$ cat config.mk
export PLATFORM = sky130hd
export DESIGN_NAME = svse_dot
export DESIGN_NICKNAME = d
export VERILOG_FILES = /design/src/hw/rtl/svse_pkg.sv /design/src/hw/rtl/svse_dot.sv
export SDC_FILE = /design/constraint.sdc
export NUM_CORES = 2
export LEC_CHECK = 0
export CAP_MARGIN = 10
export CELL_PAD_IN_SITES_DETAIL_PLACEMENT = 2
export CELL_PAD_IN_SITES_GLOBAL_PLACEMENT = 2
export CORE_UTILIZATION = 25
export DETAILED_ROUTE_END_ITERATION = 8
export DONT_BUFFER_PORTS = 1
export GPL_ROUTABILITY_DRIVEN = 0
export PLACE_DENSITY_LB_ADDON = 0.3
export SLEW_MARGIN = 20
export SYNTH_ARGS = -nofsm -noshare
export SYNTH_HDL_FRONTEND = slang
export SYNTH_SLANG_ARGS = --single-unit
$ cat constraint.sdc
create_clock -name clk -period 10.17 [get_ports clk]
set_input_delay 1.5255 -clock clk [delete_from_list [all_inputs] [get_ports clk]]
set_output_delay 1.5255 -clock clk [all_outputs]
set_load 0.1 [all_outputs]
$ cat src/hw/rtl/svse_pkg.sv
package svse_pkg;

  // Fixed field widths
  localparam int unsigned CMD_W   = 2;
  localparam int unsigned TRI_W   = 12;
  localparam int unsigned OTHER_W = 13;
  localparam int unsigned IDX_W   = 20;
  localparam int unsigned COORD_W = 32;
  localparam int unsigned CAP_W   = 15;
  localparam int unsigned SIDE_W  = 17;
  localparam int unsigned KIND_W  = 2;

  // Dot product datapath: vertex minus light needs one extra bit
  localparam int unsigned A_W    = COORD_W + 1;
  localparam int unsigned NH_W   = 17;
  localparam int unsigned PROD_W = A_W + NH_W;
  localparam int unsigned ACC_W  = 2 * COORD_W + 3;

  localparam int unsigned IN_DATA_W  = 280;
  localparam int unsigned OUT_DATA_W = 96;

  localparam int unsigned DEF_MAX_TRIANGLES = 4096;

  localparam logic [CAP_W-1:0]  CAP_SAT  = 15'd32767;
  localparam logic [SIDE_W-1:0] SIDE_SAT = 17'd131071;

  // Configuration register indexes
  localparam int unsigned CFG_IDX_W = 3;
  localparam logic [CFG_IDX_W-1:0] CFG_LIGHT_KIND   = 3'd0;
  localparam logic [CFG_IDX_W-1:0] CFG_LIGHT_X      = 3'd1;
  localparam logic [CFG_IDX_W-1:0] CFG_LIGHT_Y      = 3'd2;
  localparam logic [CFG_IDX_W-1:0] CFG_LIGHT_Z      = 3'd3;
  localparam logic [CFG_IDX_W-1:0] CFG_MAKE_CAPS    = 3'd4;
  localparam logic [CFG_IDX_W-1:0] CFG_FLIP_NORMALS = 3'd5;

  // Commands
  localparam logic [CMD_W-1:0] CMD_TRI    = 2'd0;
  localparam logic [CMD_W-1:0] CMD_EDGE   = 2'd1;
  localparam logic [CMD_W-1:0] CMD_FINISH = 2'd2;

  // Result kinds
  localparam logic [KIND_W-1:0] KIND_CAP  = 2'd0;
  localparam logic [KIND_W-1:0] KIND_SIDE = 2'd1;
  localparam logic [KIND_W-1:0] KIND_DONE = 2'd2;

  // Input beat, first field in the lowest bits
  typedef struct packed {
    logic [2:0]                pad;
    logic signed [COORD_W-1:0] point_z;
    logic signed [COORD_W-1:0] point_y;
    logic signed [COORD_W-1:0] point_x;
    logic signed [COORD_W-1:0] normal_z;
    logic signed [COORD_W-1:0] normal_y;
    logic signed [COORD_W-1:0] normal_x;
    logic [IDX_W-1:0]          vert_c;
    logic [IDX_W-1:0]          vert_b;
    logic [IDX_W-1:0]          vert_a;
    logic [OTHER_W-1:0]        other_tri;
    logic [TRI_W-1:0]          tri_index;
  } in_beat_t;

  // Result beat, first field in the lowest bits
  typedef struct packed {
    logic [3:0]        pad;
    logic [SIDE_W-1:0] side_count;
    logic [CAP_W-1:0]  cap_count;
    logic [IDX_W-1:0]  idx_third;
    logic [IDX_W-1:0]  idx_second;
    logic [IDX_W-1:0]  idx_first;
  } out_beat_t;

  // Status of the dot product unit
  typedef struct packed {
    logic done;
    logic neg;
    logic zero;
  } dot_res_t;

endpackage

$ cat src/hw/rtl/svse_dot.sv
module svse_dot (
  input  logic                                  clk,
  input  logic                                  rst_n,
  input  logic                                  start,
  input  logic signed [svse_pkg::A_W-1:0]       a_in [3],
  input  logic signed [svse_pkg::COORD_W-1:0]   n_in [3],
  output svse_pkg::dot_res_t                    res
);

  localparam int unsigned A_W    = svse_pkg::A_W;
  localparam int unsigned NH_W   = svse_pkg::NH_W;
  localparam int unsigned PROD_W = svse_pkg::PROD_W;
  localparam int unsigned ACC_W  = svse_pkg::ACC_W;
  localparam logic [2:0]  LAST_STEP = 3'd6;

  logic signed [A_W-1:0]             a_r [3];
  logic signed [svse_pkg::COORD_W-1:0] n_r [3];
  logic                              busy_r;
  logic [2:0]                        step_r;
  logic signed [PROD_W-1:0]          prod_r;
  logic                              prod_vld_r;
  logic                              prod_hi_r;
  logic signed [ACC_W-1:0]           acc_r;
  logic                              done_r;

  logic signed [A_W-1:0]             a_sel;
  logic signed [svse_pkg::COORD_W-1:0] n_sel;
  logic signed [NH_W-1:0]            n_part;
  logic signed [PROD_W-1:0]          prod_nxt;
  logic signed [ACC_W-1:0]           prod_ext;
  logic signed [ACC_W-1:0]           addend;

  // Pick the operand pair of this step: even steps take the low normal
  // half (unsigned), odd steps the high half (signed)
  always_comb begin
    unique case (step_r[2:1])
      2'd0: begin a_sel = a_r[0]; n_sel = n_r[0]; end
      2'd1: begin a_sel = a_r[1]; n_sel = n_r[1]; end
      2'd2: begin a_sel = a_r[2]; n_sel = n_r[2]; end
      default: begin a_sel = '0; n_sel = '0; end
    endcase
    if (step_r[0]) begin
      n_part = NH_W'(n_sel >>> 16);
    end else begin
      n_part = {1'b0, n_sel[15:0]};
    end
  end

  // Shared multiplier
  assign prod_nxt = a_sel * n_part;

  // Align the registered product for accumulation
  assign prod_ext = ACC_W'(prod_r);
  assign addend   = prod_hi_r ? (prod_ext <<< 16) : prod_ext;

  // Sequence the six partial products and accumulate them
  always_ff @(posedge clk) begin
    if (!rst_n) begin
      busy_r     <= 1'b0;
      step_r     <= '0;
      prod_vld_r <= 1'b0;
      done_r     <= 1'b0;
    end else begin
      done_r     <= busy_r && (step_r == LAST_STEP);
      prod_vld_r <= busy_r && !start && (step_r != LAST_STEP);
      if (start) begin
        busy_r     <= 1'b1;
        step_r     <= '0;
      end else if (busy_r) begin
        if (step_r == LAST_STEP) begin
          busy_r <= 1'b0;
        end else begin
          step_r <= step_r + 3'd1;
        end
      end
    end
  end

  // Payload: operands, product and accumulator
  always_ff @(posedge clk) begin
    if (start) begin
      a_r   <= a_in;
      n_r   <= n_in;
      acc_r <= '0;
    end else if (prod_vld_r) begin
      acc_r <= acc_r + addend;
    end
    prod_r    <= prod_nxt;
    prod_hi_r <= step_r[0];
  end

  assign res.done = done_r;
  assign res.neg  = acc_r[ACC_W-1];
  assign res.zero = (acc_r == '0);

endmodule

# After elaboration in Yosys (flattened, before gate mapping)
# Cells that the tools add are included.
dict set report classes {
  addsub 2
  mul 1
  eq_ne 4
  mux 7
  bitwise 2
  reduce_logical 8
}
# op count
set ops {}
lappend ops {{$pmux W33 S3} 1}
lappend ops {{$pmux W32 S3} 1}
lappend ops {{$add A67 B66 Y67} 1}
lappend ops {{$logic_not A67 Y1} 1}
lappend ops {{$mux W65} 1}
lappend ops {{$mul A33 B17 Y50} 1}
lappend ops {{$mux W17} 1}
lappend ops {{$add A3 B1 Y3 const B} 1}
lappend ops {{$eq A3 B3 Y1 const B} 1}
lappend ops {{$logic_and A1 B1 Y1} 3}
lappend ops {{$mux W1} 3}
lappend ops {{$ne A3 B3 Y1 const B} 1}
lappend ops {{$eq A2 B1 Y1 const B} 1}
lappend ops {{$eq A2 B2 Y1 const B} 1}
lappend ops {{$logic_not A2 Y1} 1}
lappend ops {{$not A1 Y1} 2}
lappend ops {{$reduce_and A2 Y1} 1}
lappend ops {{$reduce_or A2 Y1} 1}
lappend ops {{$logic_not A1 Y1} 1}
dict set report totals {
  reg_bits 319
  in_bits 198
  word_cells 37
}

# Logic depth before layout (Yosys ltp)
dict set report logic_depth {
  ltp_word 4
  ltp_mapped 33
  mapped_depth_nobuf 28
}

# Worst setup path after synthesis
# No wires, ideal clock.
dict set report synth_timing {
  path_type {reg2reg}
  start {register step_r[1]}
  end {register prod_r[44]}
  setup_time_ns 0.119
  t_arrival_ns 8.336
  required_ns 10.051
  path_slack_ns 1.715
  path_stages_with_launch 30
  n_path_buf 4
  synth_period_minus_slack_ns 8.455
  path_cell_list {dfxtp_1 > clkbuf_1 > buf_1 > clkbuf_1 > buf_2 > mux2i_1 > nor2_1 > a21oi_1 > nor2_1 > fa_1 > inv_1 > fa_1 > fa_1 > inv_1 > fa_1 > fa_1 > inv_1 > fa_1 > inv_1 > ha_1 > a21o_1 > a211oi_1 > a21boi_0 > o211ai_1 > o21a_1 > o41ai_1 > o21ai_0 > a31oi_1 > o21ba_2 > xnor2_1}
}
dict set report synth_via {
  elab_chain_cells 4
}
# item line
set synth_lines {}
lappend synth_lines {{start: declaration} svse_dot.sv:19} ;# logic [2:0] step_r;
lappend synth_lines {{start signal: assignment} svse_dot.sv:73} ;# step_r <= step_r + 3'd1;
lappend synth_lines {{$eq A2 B2 Y1 (tied with other cells)} svse_dot.sv:36} ;# unique case (step_r[2:1])
lappend synth_lines {{$pmux W32 S3} svse_dot.sv:36}
lappend synth_lines {{$mux W17} svse_dot.sv:42} ;# if (step_r[0]) begin
lappend synth_lines {{$mul A33 B17 Y50 (*)} svse_dot.sv:50} ;# assign prod_nxt = a_sel * n_part;
lappend synth_lines {{via prod_nxt[44]} svse_dot.sv:29} ;# logic signed [PROD_W-1:0] prod_nxt;
lappend synth_lines {{end signal: assignment} svse_dot.sv:88} ;# prod_r <= prod_nxt;
lappend synth_lines {{end: declaration} svse_dot.sv:20} ;# logic signed [PROD_W-1:0] prod_r;
# Mark *: on every way through the listed nets, which the timed path passes. The rest lies on a longest branch.
# A chain may end at the register's enable or synchronous reset.

# Worst setup path after layout
dict set report layout_timing {
  start {register step_r[1]}
  end {register prod_r[49]}
}
# Same word-level chain as after synthesis.

==> out/results.ini <==
[grt]
grt_pass1_vias = 29400
antenna_found_initial = 36
track_usage_pct = 16.8
grt_overflow_total = 0
grt_pass1_wl_mm = 181
grt_start_max_net_pins = 267

[timing]
finalSetupViolations = 0
grt_setup_unrepaired = false
skew_ns = 0.0542
finalHoldViolations = 0
fmax_mhz = 110
layout_min_cycle_time_ns = 9.08
slew-limit-headroom_pct = 25.6
slew_violations = 0
worstMarginPinSlew_ns = 1.11
fin_crit_sh_pct = 89.3
setup_tns_ns = 0

[placed_design]
io_buffers = 0
dp_hpwl_mm = 96.1
dpl_cell_area_um2 = 37200
place_inst = 5410

[setup_path]
slowest_stage = dfxtp_4
endpoint_kind = flip-flop
slowest_delay_ns = 0.80
rrSetupSlack_ns = 1.09
cp.required_ns = 10.61
r2r-start = step_r[1]
crit_top_cell = fa_1
cp-start-kind = flip-flop
worstSetupStartpoint = step_r[1]
critPathKind = flip-flop to flip-flop
arrival_ns = 9.52
crit_fanout = 42

[cts]
cts_buffer_depth = 3
tritoncts = built
cts_buffers = 40
post_cts_buffers = 0
cts_resized = 0
path_clk_slew_ns = 0.06
clock_latency_ns = 0.64
cts_root_buf = clkbuf_16
cts_hold_repair.buffers = 0
htreeDepth = 2
cts.sinks = 319

[yosys]
synthesis.instances = 3636
synth_top_family_by_area = adder cells
synthXorXnorAreaFrac_pct = 2.26
synth_seq_cells = 319
async_reset_ff_share_pct = 0
syn-cell-area_um2 = 34900
yosys.area_share.simple_pct = 13.6
synthDistinctLibCells = 82
synth_enable_flop_cells = 195
synth.yosys.seq_area_share_pct = 23.9
synth_compound_gate_area_share_pct = 10.3
synth_nets = 4556
ys_warn_count = 0
avgSynthCellArea_um2 = 9.59
yosys.area_share.adder_pct = 37.4
synthMuxAreaShare_pct = 4.78
synth-main-ff-cell = edfxtp_1

[min_path]
worstHoldStart = acc_r[23]
holdCritPathClass = flip-flop to flip-flop

[route]
drt-initial-drc-count = 1006
vias_per_cell = 4.64
routed_wl_mm = 116
wire_per_inst_um = 21.1
first_pass_iters = 5
vias = 25500
route.detailed.drc = 0
ant_nets = 0

[floorplan]
die_x_um = 376
die_area_um2 = 141000
core_um2 = 138000
rows = 136
die_h_um = 376
initial_utilization_pct = 25.3
ios = 201

[final_layout]
final_cell_mix = inv_1 (553), fa_1 (537), nor2_1 (470), nand2_1 (325), edfxtp_1 (195)
post-route-cell-area_um2 = 38600
fin_nets = 4509
fin_cells = 5494
syn_to_final_growth_pct = 10.8
layout_commonest_cell = inv_1
drive_above_1_share_pct = 6.83

[run]
drv_cap = 0

[outcome]
status = complete, no violations

[registers in the layout, indices dropped and copies added, names as in the netlist]
| register | flops |
|---|---|
| n_r | 96 |
| a_r | 99 |
| prod_r | 50 |
| step_r | 3 |
| acc_r | 67 |
| prod_vld_r | 1 |
| done_r | 1 |
| prod_hi_r | 1 |
| busy_r | 1 |
[area by class of cell]
type                       instances  area [um^2]
fill                           15400        99400
multi-input combinational       2605        24000
sequential                       319         8350
tap                             1863         2330
inverter                         554         2080
clock buffer                      47         1040
timing repair buffer              69          538
clock inverter                    24          327
antenna                           13         32.5
[path summary, 6_finish.rpt]
| check | end | depth (start not counted) |
|---|---|---|
| worst max register to register | prod_r[49] | 29 |
| worst min-delay path | acc_r[23] | 2 |
| worst max-delay path | prod_r[49] | 29 |
| worst min register to register | acc_r[23] | 2 |
[metal layers]
metal	track usage (%)	wire (um)
met5	0	297
met4	4.55	2920
met3	2.94	4630
met2	28.2	54600
met1	22.2	53800
[logic make-up (layout without fill, tap and decap cells)]
family,count (synthesis),after routing
compound gates,550,550
xor+xnor,90,90
fa+ha+maj,722,722
buf+inv,712,694
flops,319,319
mux,159,159
other cells,0,13
simple gates,1084,1084
[synthesized netlist by cell type (38+ instances only)]
| master | number | share of area, % |
|---|---|---|
| a21oi_1 | 179 | 2.6 |
| nor2b_1 | 38 | 0.68 |
| o21ai_0 | 81 | 1.2 |
| xnor2_1 | 65 | 1.6 |
| mux2_2 | 53 | 1.7 |
| clkbuf_1 | 135 | 1.5 |
| mux2i_1 | 104 | 3.0 |
| inv_1 | 553 | 5.9 |
| nor2_1 | 471 | 5.1 |
| nand2_1 | 325 | 3.5 |
| ha_1 | 185 | 6.6 |
| nand3_1 | 38 | 0.55 |
| fa_1 | 537 | 31 |
| nand2b_1 | 59 | 1.1 |
| a21o_1 | 98 | 2.1 |
| dfxtp_1 | 124 | 7.1 |
| edfxtp_1 | 195 | 17 |
[worst max-delay path, delay by kind of cell, from the launching register on]
kind / cells / cell delay, ns
fa+ha+maj: 7 / 3.34
compound gates: 11 / 3.21
buf+inv: 7 / 1.06
flops: 1 / 0.80
simple gates: 4 / 0.41
[stage by stage]
step	util [%]	hold WS (ns)	worst slack, ns
3_5_place_dp	27.0	0.481	0.976
2_1_floorplan	-	0.354	1.71
3_3_place_gp	27.0	0.477	1.12
4_1_cts	28.0	0.495	0.988
5_1_grt	28.0	0.519	0.465
6_report	28.0	0.492	1.09
Power is left out: the tool's default activity adds up to more than one toggle a clock period on the data nets, which glitch-free logic cannot reach.
