`src/hw/rtl/svse_ram.sv`:
```
module svse_ram #(
  parameter int unsigned WIDTH = 1,
  parameter int unsigned DEPTH = 16
) (
  input  logic                     clk,
  input  logic                     wr_en,
  input  logic [$clog2(DEPTH)-1:0] wr_addr,
  input  logic [WIDTH-1:0]         wr_data,
  input  logic [$clog2(DEPTH)-1:0] rd_addr,
  output logic [WIDTH-1:0]         rd_data
);

  logic [WIDTH-1:0] mem_r [DEPTH];
  logic [WIDTH-1:0] rd_data_r;

  // Write port and registered read port
  always_ff @(posedge clk) begin
    if (wr_en) begin
      mem_r[wr_addr] <= wr_data;
    end
    rd_data_r <= mem_r[rd_addr];
  end

  assign rd_data = rd_data_r;

endmodule

```
`config.mk`:
```
export PLATFORM = sky130hd
export DESIGN_NAME = svse_ram
export DESIGN_NICKNAME = d
export VERILOG_FILES = /design/src/hw/rtl/svse_ram.sv
export SDC_FILE = /design/constraint.sdc
export NUM_CORES = 1
export LEC_CHECK = 0
export ABC_CLOCK_PERIOD_IN_PS = 2200
export BUFFER_PORTS_ARGS = -buffer_cell sky130_fd_sc_hd__buf_4
export CAP_MARGIN = 20
export CORE_MARGIN = 2
export CORE_UTILIZATION = 35
export CTS_CLUSTER_SIZE = 28
export DETAILED_ROUTE_END_ITERATION = 16
export SLEW_MARGIN = 10
export SYNTH_ARGS = -nofsm -noshare
export SYNTH_HDL_FRONTEND = slang
export SYNTH_SLANG_ARGS = --single-unit
export TNS_END_PERCENT = 5
```
`constraint.sdc`:
```
create_clock -name clk -period 2.2 [get_ports clk]
set_input_delay 0.33 -clock clk [delete_from_list [all_inputs] [get_ports clk]]
set_output_delay 0.33 -clock clk [all_outputs]
set_load 0.005 [all_outputs]
```
* Yosys cells after proc, flatten, opt, wreduce, memory -nomap -nowiden
Memory sizes are Yosys's and may differ from the RTL's. A register that Yosys moved wholly into a read port is not among the register bits.
Index checks and enable logic that the tools add are counted.
** Storage, ports and cells
- Flip-flop bits (word level) :: 0
- Bits in writable memories :: 16
- Input port bits :: 11
- Output and inout port bits :: 1
- Logic and storage cells :: 3
- Memories kept :: 1
** Memories
- mem_r :: depth 16, width 1, read ports 1, clocked after Yosys merged registers in 1, write ports 1, line 13 : logic [WIDTH-1:0] mem_r [DEPTH];
** Cells by class
- Mux-type cells :: 2
** Operators by type and width (count)
- 2-to-1 mux 1 bit :: 2

* Logic depth before layout (Yosys ltp)
Gate-level depths: netlist of the first run.
- Word-level depth :: 2
- Depth in mapped cells :: 3
- Mapped depth without buffers :: 3

* Worst setup path after synthesis of the first run
Ideal clock, no wire load.
- Path kind :: in2reg
- Start point :: input port wr_addr[2]
- End point :: memory mem_r[0] (enable)
- Library setup time :: 312 ps
- Data arrival time :: 967 ps
- Required time :: 1888 ps
- Path slack :: 920 ps
- Stages on the path :: 2
- Buffers on the path :: 0
- Path through :: or3b_2 nor3_1
** RTL lines
- start: declaration :: line 7 : input logic [$clog2(DEPTH)-1:0] wr_addr,
- end: declaration :: line 13
Straight into the memory's write port.

==> flow_summary.yaml, run 1 <==
drt:
  drc: 0
  wirelength_um: 1120
  wl_per_cell_um: 12.6
  first_iter_violations: 10
  routed_via_density: 4.88
  ant_nets: 0
  vias: 434
  drt_first_pass_iters: 3
setup_path:
  cp_max_fo: 1
  crit_type: "reg2reg"
  startpoint_type: "flop"
  end_kind: "flop"
  r2r_slack_ps: 980
  slowest_delay_ps: 520
  required_ps: 2380
  cp_cell_sequence: "mux4_1 -> mux2i_1 -> mux2i_1"
  critPathMostFrequentCell: "mux2i_1"
  cpMaxStageDelayCell: "mux4_1"
  critPathArrivalTime_ps: 1410
floorplanning:
  num_io_pins: 12
  start_util_pct: 37.6
  die_h_um: 50.2
  num_rows: 16
  die_w_um: 50.2
  dieArea_mm2: 0.00252
  core-area_mm2: 0.00198
global_route:
  use_met3_pct: 2.98
  grtUsageTotal_pct: 11.0
  antenna_found_initial: 0
  grt_most_used_layer: "met2"
  grt_max_degree: 17
  grt_use_met2_pct: 18.0
  grt_use_met1_pct: 12.7
  grt_pass1_wl_um: 1970
  grt_pass1_vias: 452
  gr-total-overflow: 0
timing:
  rsz0062_at_grt: "no"
  fin_crit_sh_pct: 55.6
  setup_slack_ps: 977
  final.min_clock_period_ps: 1220
  fmax_mhz: 818
  slew_violations: 0
  relSlewSlack_pct: 86.9
  clock_skew_ps: 6.54
  tightestPinTransition_ps: 195
  finalSetupViolCount: 0
  tns_ps: 0
  hold_viol_final: 0
layout:
  final_area_um2: 888
  seq_area_um2: 500
  fill_cells: 184
  final_cell_mix: "edfxtp_1, nor2_1, buf_4"
  final_cell_count_no_fill: 89
  finalCoreUtilization_pct: 44.8
  area_delta_synth_final_pct: 19.1
  num-nets-final: 74
  multiInputGateArea_um2: 245
  mostFrequentLayoutCell: "edfxtp_1"
  antenna_cells: 0
  drive_gt1_share_pct: 24.2
synth:
  ys_warn_count: 0
  syn_avg_cell_area_um2: 15.9
  synth_cells: 47
  synth-seq-cells: 17
  yosys.area.top_type: "edfxtp_1"
  ys_top_cells_by_area: "edfxtp_1, mux4_1, nor2_1"
  ys_seq_area_share_pct: 67.1
  syn-num-nets: 58
  yosysUniqueCellTypes: 11
  netlist.area_leader.share_pct: 64.4
  synthesis.area_um2: 746
clocking:
  postCtsSetupBuffers: 0
  cts_inserted_buffers: 3
  cts_root_buf: "clkbuf_4"
  cts_resized: 0
  cts_tree: "yes"
  clkSinkCount: 17
  cts_htree_levels: 1
  clk_path_buf_depth: 2
  clk-insertion-delay-late_ps: 280
  hold_buffers: 0
  clk_pin_slew_ps: 90
hold_path:
  hold_class: "in2reg"
pwr:
  leakagePower_nw: 0.313
  ir_worst_vdd_uv: 332
  power_density_mw_per_mm2: 647
outcome:
  status: "completed"
placed_design:
  dpl.hpwl_um: 876
  dpl_cell_area_um2: 862
  pre_cts_ws_ps: 735
  portBuffers: 11
  dp_cells: 85
  gp_congestion: 0.717
flow_run:
  max-cap-violations: 0
==> report_power, final <==
group          switching [mW]  internal [mW]  total [mW]  leakage (nW)
Clock                  0.0881         0.0704       0.159        0.0150
Sequential            0.00177          0.361       0.363         0.153
Combinational          0.0243         0.0286      0.0529         0.145
==> metrics by stage <==
step | hold WS, ps | total power [mW]
finish | 223 | 0.575
global route | 220 | 0.604
CTS | 218 | 0.581
detailed placement | 530 | 0.425
global placement | 528 | 0.424
floorplan | 429 | 0.393
==> cell type report <==
cell class,count,area share [%]
Clock buffer,4,2.96
Timing Repair Buffer,11,9.30
Tap cell,27,3.80
Multi-Input combinational cell,30,27.6
Sequential cell,17,56.3
==> cells by family (layout without fill, tap and decap cells) <==
| logic type | after synthesis | count (layout) | synth area share, % |
|---|---|---|---|
| AND/OR/NAND/NOR | 23 | 23 | 14.8 |
| flip-flops | 17 | 17 | 67.1 |
| multiplexers | 7 | 7 | 18.1 |
| buffers and inverters | 0 | 15 | 0 |
==> worst max-delay path: cells and delay by family (launching register included) <==
| family | cells | cell delay (ps) |
|---|---|---|
| mux | 3 | 740 |
| flops | 1 | 380 |
==> synthesized netlist by cell type <==
cell type and number:
dfxtp_1 1, edfxtp_1 16, nand2_1 1, nand2b_1 2
nor2_1 12, mux4_1 4, or3b_2 1, nand3b_1 2
mux2i_1 3, nor3_1 4, nand3_1 1
==> routing by layer <==
metal / wire, um / up-vias / part of all wire, %
met4: 34 / 0 / 3.0
li1: - / 215 / -
met3: 59 / 5 / 5.3
met5: 0 / - / 0
met2: 555 / 15 / 50
met1: 468 / 199 / 42
==> worst paths after layout <==
path | start | to | cells after the start
worst min register to register | mem_r[15]$_DFFE_PP_ | rd_data$_DFF_P_ | 3
worst max register to register | mem_r[9]$_DFFE_PP_ | rd_data$_DFF_P_ | 3
worst max-delay path | mem_r[9]$_DFFE_PP_ | rd_data$_DFF_P_ | 3
worst min-delay path | rd_addr[2] | rd_data$_DFF_P_ | 2
==> sequential cells by signal (all words and copies together), names as in the netlist <==
register,count
mem_r,16
rd_data,1
(Power assumes the default switching activity.)
==> run 2: changes to the inputs <==
--- a/config.mk
+++ b/config.mk
@@ -5,7 +5,8 @@
 export SDC_FILE = /design/constraint.sdc
 export NUM_CORES = 1
 export LEC_CHECK = 0
-export ABC_CLOCK_PERIOD_IN_PS = 2200
+export ABC_AREA = 1
+export ABC_CLOCK_PERIOD_IN_PS = 1000
 export BUFFER_PORTS_ARGS = -buffer_cell sky130_fd_sc_hd__buf_4
 export CAP_MARGIN = 20
 export CORE_MARGIN = 2
==> constraint.sdc (replaced) <==
create_clock -name clk -period 1 [get_ports clk]
set_input_delay 0.15 -clock clk [delete_from_list [all_inputs] [get_ports clk]]
set_output_delay 0.15 -clock clk [all_outputs]
set_load 0.005 [all_outputs]
==> flow_summary.yaml, run 2 <==
setup_path:
  end_kind: "primary output"
  cpMaxStageDelayCell: "dfxtp_1"
  cp_max_fo: 1
  slowest_delay_ps: 310
  crit_type: "reg2out"
  path_buf_inv: 1
  cp_cell_sequence: "buf_4"
  critPathTopFamily: "flip-flops"
  critPathArrivalTime_ps: 720
  required_ps: 850
  startpoint_type: "flop"
pwr:
  p_comb_share_pct: 11.2
  power.internal_mw: 1.00
  swShare_pct: 23.1
  leakagePower_nw: 0.443
  seq_power_share_pct: 61.3
  power_frac_clock_pct: 27.5
  finalPower_mw: 1.30
  power_density_mw_per_mm2: 1330
  ir_worst_vdd_uv: 616
  power.switching_mw: 0.301
clocking:
  postCtsSetupBuffers: 0
  cts_inserted_buffers: 3
  clk_path_buf_depth: 2
  cts_root_buf: "clkbuf_4"
  cts_htree_levels: 1
  clk-insertion-delay-late_ps: 290
  clkSinkCount: 17
  clk_pin_slew_ps: 100
  cts_resized: 0
  cts_tree: "yes"
  hold_buffers: 0
floorplanning:
  num_rows: 17
  die_h_um: 53.2
  dieArea_mm2: 0.00283
  core-area_mm2: 0.00225
  start_util_pct: 37.6
  die_w_um: 53.2
  num_io_pins: 12
synth:
  synth_cells: 96
  yosys.area.top_type: "edfxtp_1"
  ys_warn_count: 0
  synth_edf_count: 16
  synth-seq-cells: 17
  ys_top_cells_by_area: "edfxtp_1, nand2_1, inv_1"
  yosysUniqueCellTypes: 11
  synthesis.area_um2: 847
  yosysMostFrequentCell: "nand2_1"
  syn-num-nets: 107
  syn_avg_cell_area_um2: 8.82
  ys_seq_area_share_pct: 59.1
  synthTopCellsByCount: "nand2_1, inv_1, edfxtp_1"
  dominantRegCellSynth: "edfxtp_1"
  async_flop_share_pct: 0
  netlist.area_leader.share_pct: 56.7
global_route:
  gr-total-overflow: 0
  grt_max_degree: 17
  grt_pass1_wl_um: 2360
  antenna_found_initial: 0
  grt_pass1_vias: 575
  grtUsageTotal_pct: 12.0
drt:
  routed_via_density: 4.56
  first_iter_violations: 15
  drt_first_pass_iters: 5
  wl_per_cell_um: 9.76
  ant_nets: 0
  vias: 629
  wirelength_um: 1350
  drc: 0
layout:
  multiInputGateArea_um2: 249
  final_cell_mix: "nand2_1, inv_1, edfxtp_1"
  mostFrequentLayoutCell: "nand2_1"
  fill_cells: 252
  finalCoreUtilization_pct: 43.5
  antenna_cells: 0
  final_area_um2: 981
  final_cell_count_no_fill: 138
  top_register: "mem_r"
  area_delta_synth_final_pct: 15.8
  largest_register_ffs: 16
  seq_area_um2: 500
  drive_gt1_share_pct: 18.2
  num-nets-final: 122
placed_design:
  portBuffers: 11
  pre_cts_ws_ps: -5.87
  dpl.hpwl_um: 1110
  dp_cells: 134
  gp_congestion: 0.771
  dpl_cell_area_um2: 953
timing:
  fmax_mhz: 1140
  slew_violations: 0
  finalSetupViolCount: 0
  clock_skew_ps: 10.8
  worst_hold_slack_ps: 97.2
  tns_ps: 0
  setup_slack_ps: 126
  final.min_clock_period_ps: 874
  fin_crit_sh_pct: 87.4
  hold_viol_final: 0
  relSlewSlack_pct: 83.5
  tightestPinTransition_ps: 246
  rsz0062_at_grt: "no"
flow_run:
  max-cap-violations: 0
hold_path:
  hold_class: "in2reg"
outcome:
  status: "completed"
run 2: worst min-delay path: stages:
cell and delay, ps:
buf_4 90, nand3_1 70, nand2_1 60
run 2: cell families (layout without fill, tap and decap cells):
kind of cell	after synthesis	count (layout)	share of synthesized area, %
flops	17	17	59.1
buf+inv	22	36	11.5
simple gates	57	57	29.4
run 2: final timing paths:
check / cells after the start / endpoint / start / slack [ps]
setup reg to reg: 6 / rd_data$_DFF_P_ / mem_r[9]$_DFFE_PP_ / 150
hold / removal: 3 / rd_data$_DFF_P_ / rd_addr[3] / 100
setup / recovery: 1 / rd_data / rd_data$_DFF_P_ / 130
hold reg to reg: 6 / rd_data$_DFF_P_ / mem_r[10]$_DFFE_PP_ / 680
run 2: power by group through the flow:
stage	clock, mW	sequential, mW	combinational [mW]
floorplan	0	0.816	0.0824
global placement	0	0.815	0.146
detailed placement	0	0.816	0.147
CTS	0.369	0.799	0.148
global route	0.408	0.801	0.168
finish	0.359	0.799	0.146
run 2: final cells by class:
type | count | area share (%)
Clock buffer | 3 | 2.30
Timing Repair Buffer | 11 | 8.42
Inverter | 21 | 8.80
Multi-Input combinational cell | 57 | 25.4
Clock inverter | 1 | 0.510
Sequential cell | 17 | 51.0
Tap cell | 28 | 3.57
run 2: metal layers:
| layer | wire length, um | track usage [%] | vias up | part of all wire [%] |
|---|---|---|---|---|
| met5 | 0 | 0 | - | 0 |
| met4 | 27 | 7.69 | 0 | 2.0 |
| met3 | 62 | 1.69 | 2 | 4.6 |
| met2 | 665 | 19.0 | 23 | 49 |
| met1 | 591 | 15.2 | 271 | 44 |
| li1 | - | - | 333 | - |
==> run 3: changes to the inputs <==
--- a/config.mk
+++ b/config.mk
@@ -5,14 +5,14 @@
 export SDC_FILE = /design/constraint.sdc
 export NUM_CORES = 1
 export LEC_CHECK = 0
-export ABC_AREA = 1
-export ABC_CLOCK_PERIOD_IN_PS = 1000
+export ABC_CLOCK_PERIOD_IN_PS = 1100
 export BUFFER_PORTS_ARGS = -buffer_cell sky130_fd_sc_hd__buf_4
 export CAP_MARGIN = 20
 export CORE_MARGIN = 2
 export CORE_UTILIZATION = 35
 export CTS_CLUSTER_SIZE = 28
 export DETAILED_ROUTE_END_ITERATION = 16
+export SKIP_LAST_GASP = 1
 export SLEW_MARGIN = 10
 export SYNTH_ARGS = -nofsm -noshare
 export SYNTH_HDL_FRONTEND = slang
==> constraint.sdc (replaced) <==
create_clock -name clk -period 1.1 [get_ports clk]
set_input_delay 0.165 -clock clk [delete_from_list [all_inputs] [get_ports clk]]
set_output_delay 0.165 -clock clk [all_outputs]
set_load 0.005 [all_outputs]
==> flow_summary.yaml, run 3 (synthesis results as in run 1) <==
outcome:
  status: "finished, violations left"
  failed_checks: "negative setup slack"
floorplanning:
  start_util_pct: 37.6
  num_rows: 16
  die_h_um: 50.2
  die_w_um: 50.2
  num_io_pins: 12
  dieArea_mm2: 0.00252
  core-area_mm2: 0.00198
drt:
  routed_via_density: 4.71
  wl_per_cell_um: 13.8
  drt_first_pass_iters: 4
  ant_nets: 0
  wirelength_um: 1270
  first_iter_violations: 3
  drc: 0
  vias: 433
layout:
  area_delta_synth_final_pct: 20.8
  num-nets-final: 77
  top_register: "mem_r"
  fill_cells: 197
  largest_register_ffs: 16
  mostFrequentLayoutCell: "edfxtp_1"
  drive_gt1_share_pct: 35.4
  final_cell_mix: "edfxtp_1, buf_4, nor2_1"
  antenna_cells: 0
  final_area_um2: 901
  finalCoreUtilization_pct: 45.5
  final_cell_count_no_fill: 92
clocking:
  clk_pin_slew_ps: 100
  cts_inserted_buffers: 3
  clk-insertion-delay-late_ps: 280
  clkSinkCount: 17
  cts_htree_levels: 1
  cts_root_buf: "clkbuf_4"
  postCtsSetupBuffers: 0
  cts_tree: "yes"
  hold_buffers: 0
  clk_path_buf_depth: 2
global_route:
  grt_max_degree: 17
  grtUsageTotal_pct: 12.1
  grt_pass1_wl_um: 2130
  antenna_found_initial: 0
  grt_pass1_vias: 494
  gr-total-overflow: 0
timing:
  rsz0062_at_grt: "yes"
  fin_crit_sh_pct: 109
  slew_violations: 0
  hold_viol_final: 0
  final.min_clock_period_ps: 1200
  relSlewSlack_pct: 86.8
  setup_slack_ps: -97.2
  tns_ps: -97.2
  finalSetupViolCount: 1
  worst_hold_slack_ps: 59.5
  clock_skew_ps: 1.20
  fmax_mhz: 835
  tightestPinTransition_ps: 197
hold_path:
  holdPathStages: 2
  hold_class: "in2reg"
setup_path:
  worst_r2r_path_depth: 3
  startpoint_type: "flop"
  cp_max_fo: 1
  end_kind: "flop"
  critPathArrivalTime_ps: 1380
  crit_type: "reg2reg"
  required_ps: 1280
placed_design:
  dp_cells: 88
  pre_cts_ws_ps: -126
  portBuffers: 11
  dpl.hpwl_um: 919
  dpl_cell_area_um2: 875
  gp_congestion: 0.797
pwr:
  finalPower_mw: 1.18
  leakagePower_nw: 0.312
  power_density_mw_per_mm2: 1310
  ir_worst_vdd_uv: 731
flow_run:
  max-cap-violations: 0
==> run 3: changes by cell type in the layout (fill, tap and decap cells not counted), sizes merged, moves of 3 or more <==
cell,before,now
nand2,27,1
nand3,14,1
buf,11,14
nor2,8,12
inv,21,0
mux4,0,4
mux2i,0,3
nor3,8,4
==> run 3: timing repair <==
item | 4_1_cts | 5_1_grt
pin swaps | 0 | 0
endpoints found under the setup margin | 1 | 1
resized for setup | 0 | 0
==> run 3: power breakdown <==
| part | internal (mW) | switching (mW) | total [mW] |
|---|---|---|---|
| clock network | 0.141 | 0.189 | 0.329 |
| logic | 0.0656 | 0.0569 | 0.123 |
| registers | 0.723 | 0.00347 | 0.726 |
==> run 3: final cells by class <==
type | instances | area, um^2 | area share, %
clock buffers | 4 | 26.3 | 2.92
multi-input cells | 30 | 235 | 26.1
flip-flops and latches | 17 | 500 | 55.6
well taps | 27 | 33.8 | 3.75
repair buffers | 14 | 105 | 11.7
==> run 3: worst max-delay path, cell delays in order (launching register included) <==
cell      delay [ps]
edfxtp_1         370
mux4_2           490
mux2i_1          150
mux2i_1           80
==> run 3: worst paths after layout <==
| path | endpoint | from | slack [ps] |
|---|---|---|---|
| setup / recovery | rd_data$_DFF_P_ | mem_r[15]$_DFFE_PP_ | -100 |
| hold / removal | rd_data$_DFF_P_ | rd_addr[2] | 60 |
| setup reg to reg | rd_data$_DFF_P_ | mem_r[15]$_DFFE_PP_ | -100 |
| hold reg to reg | rd_data$_DFF_P_ | mem_r[10]$_DFFE_PP_ | 750 |
==> run 3: metal layers <==
layer	share of wire, %	global-route usage, %
met5	0	0
met4	2.1	9.72
met1	48	14.0
met2	47	19.3
met3	3.0	2.68
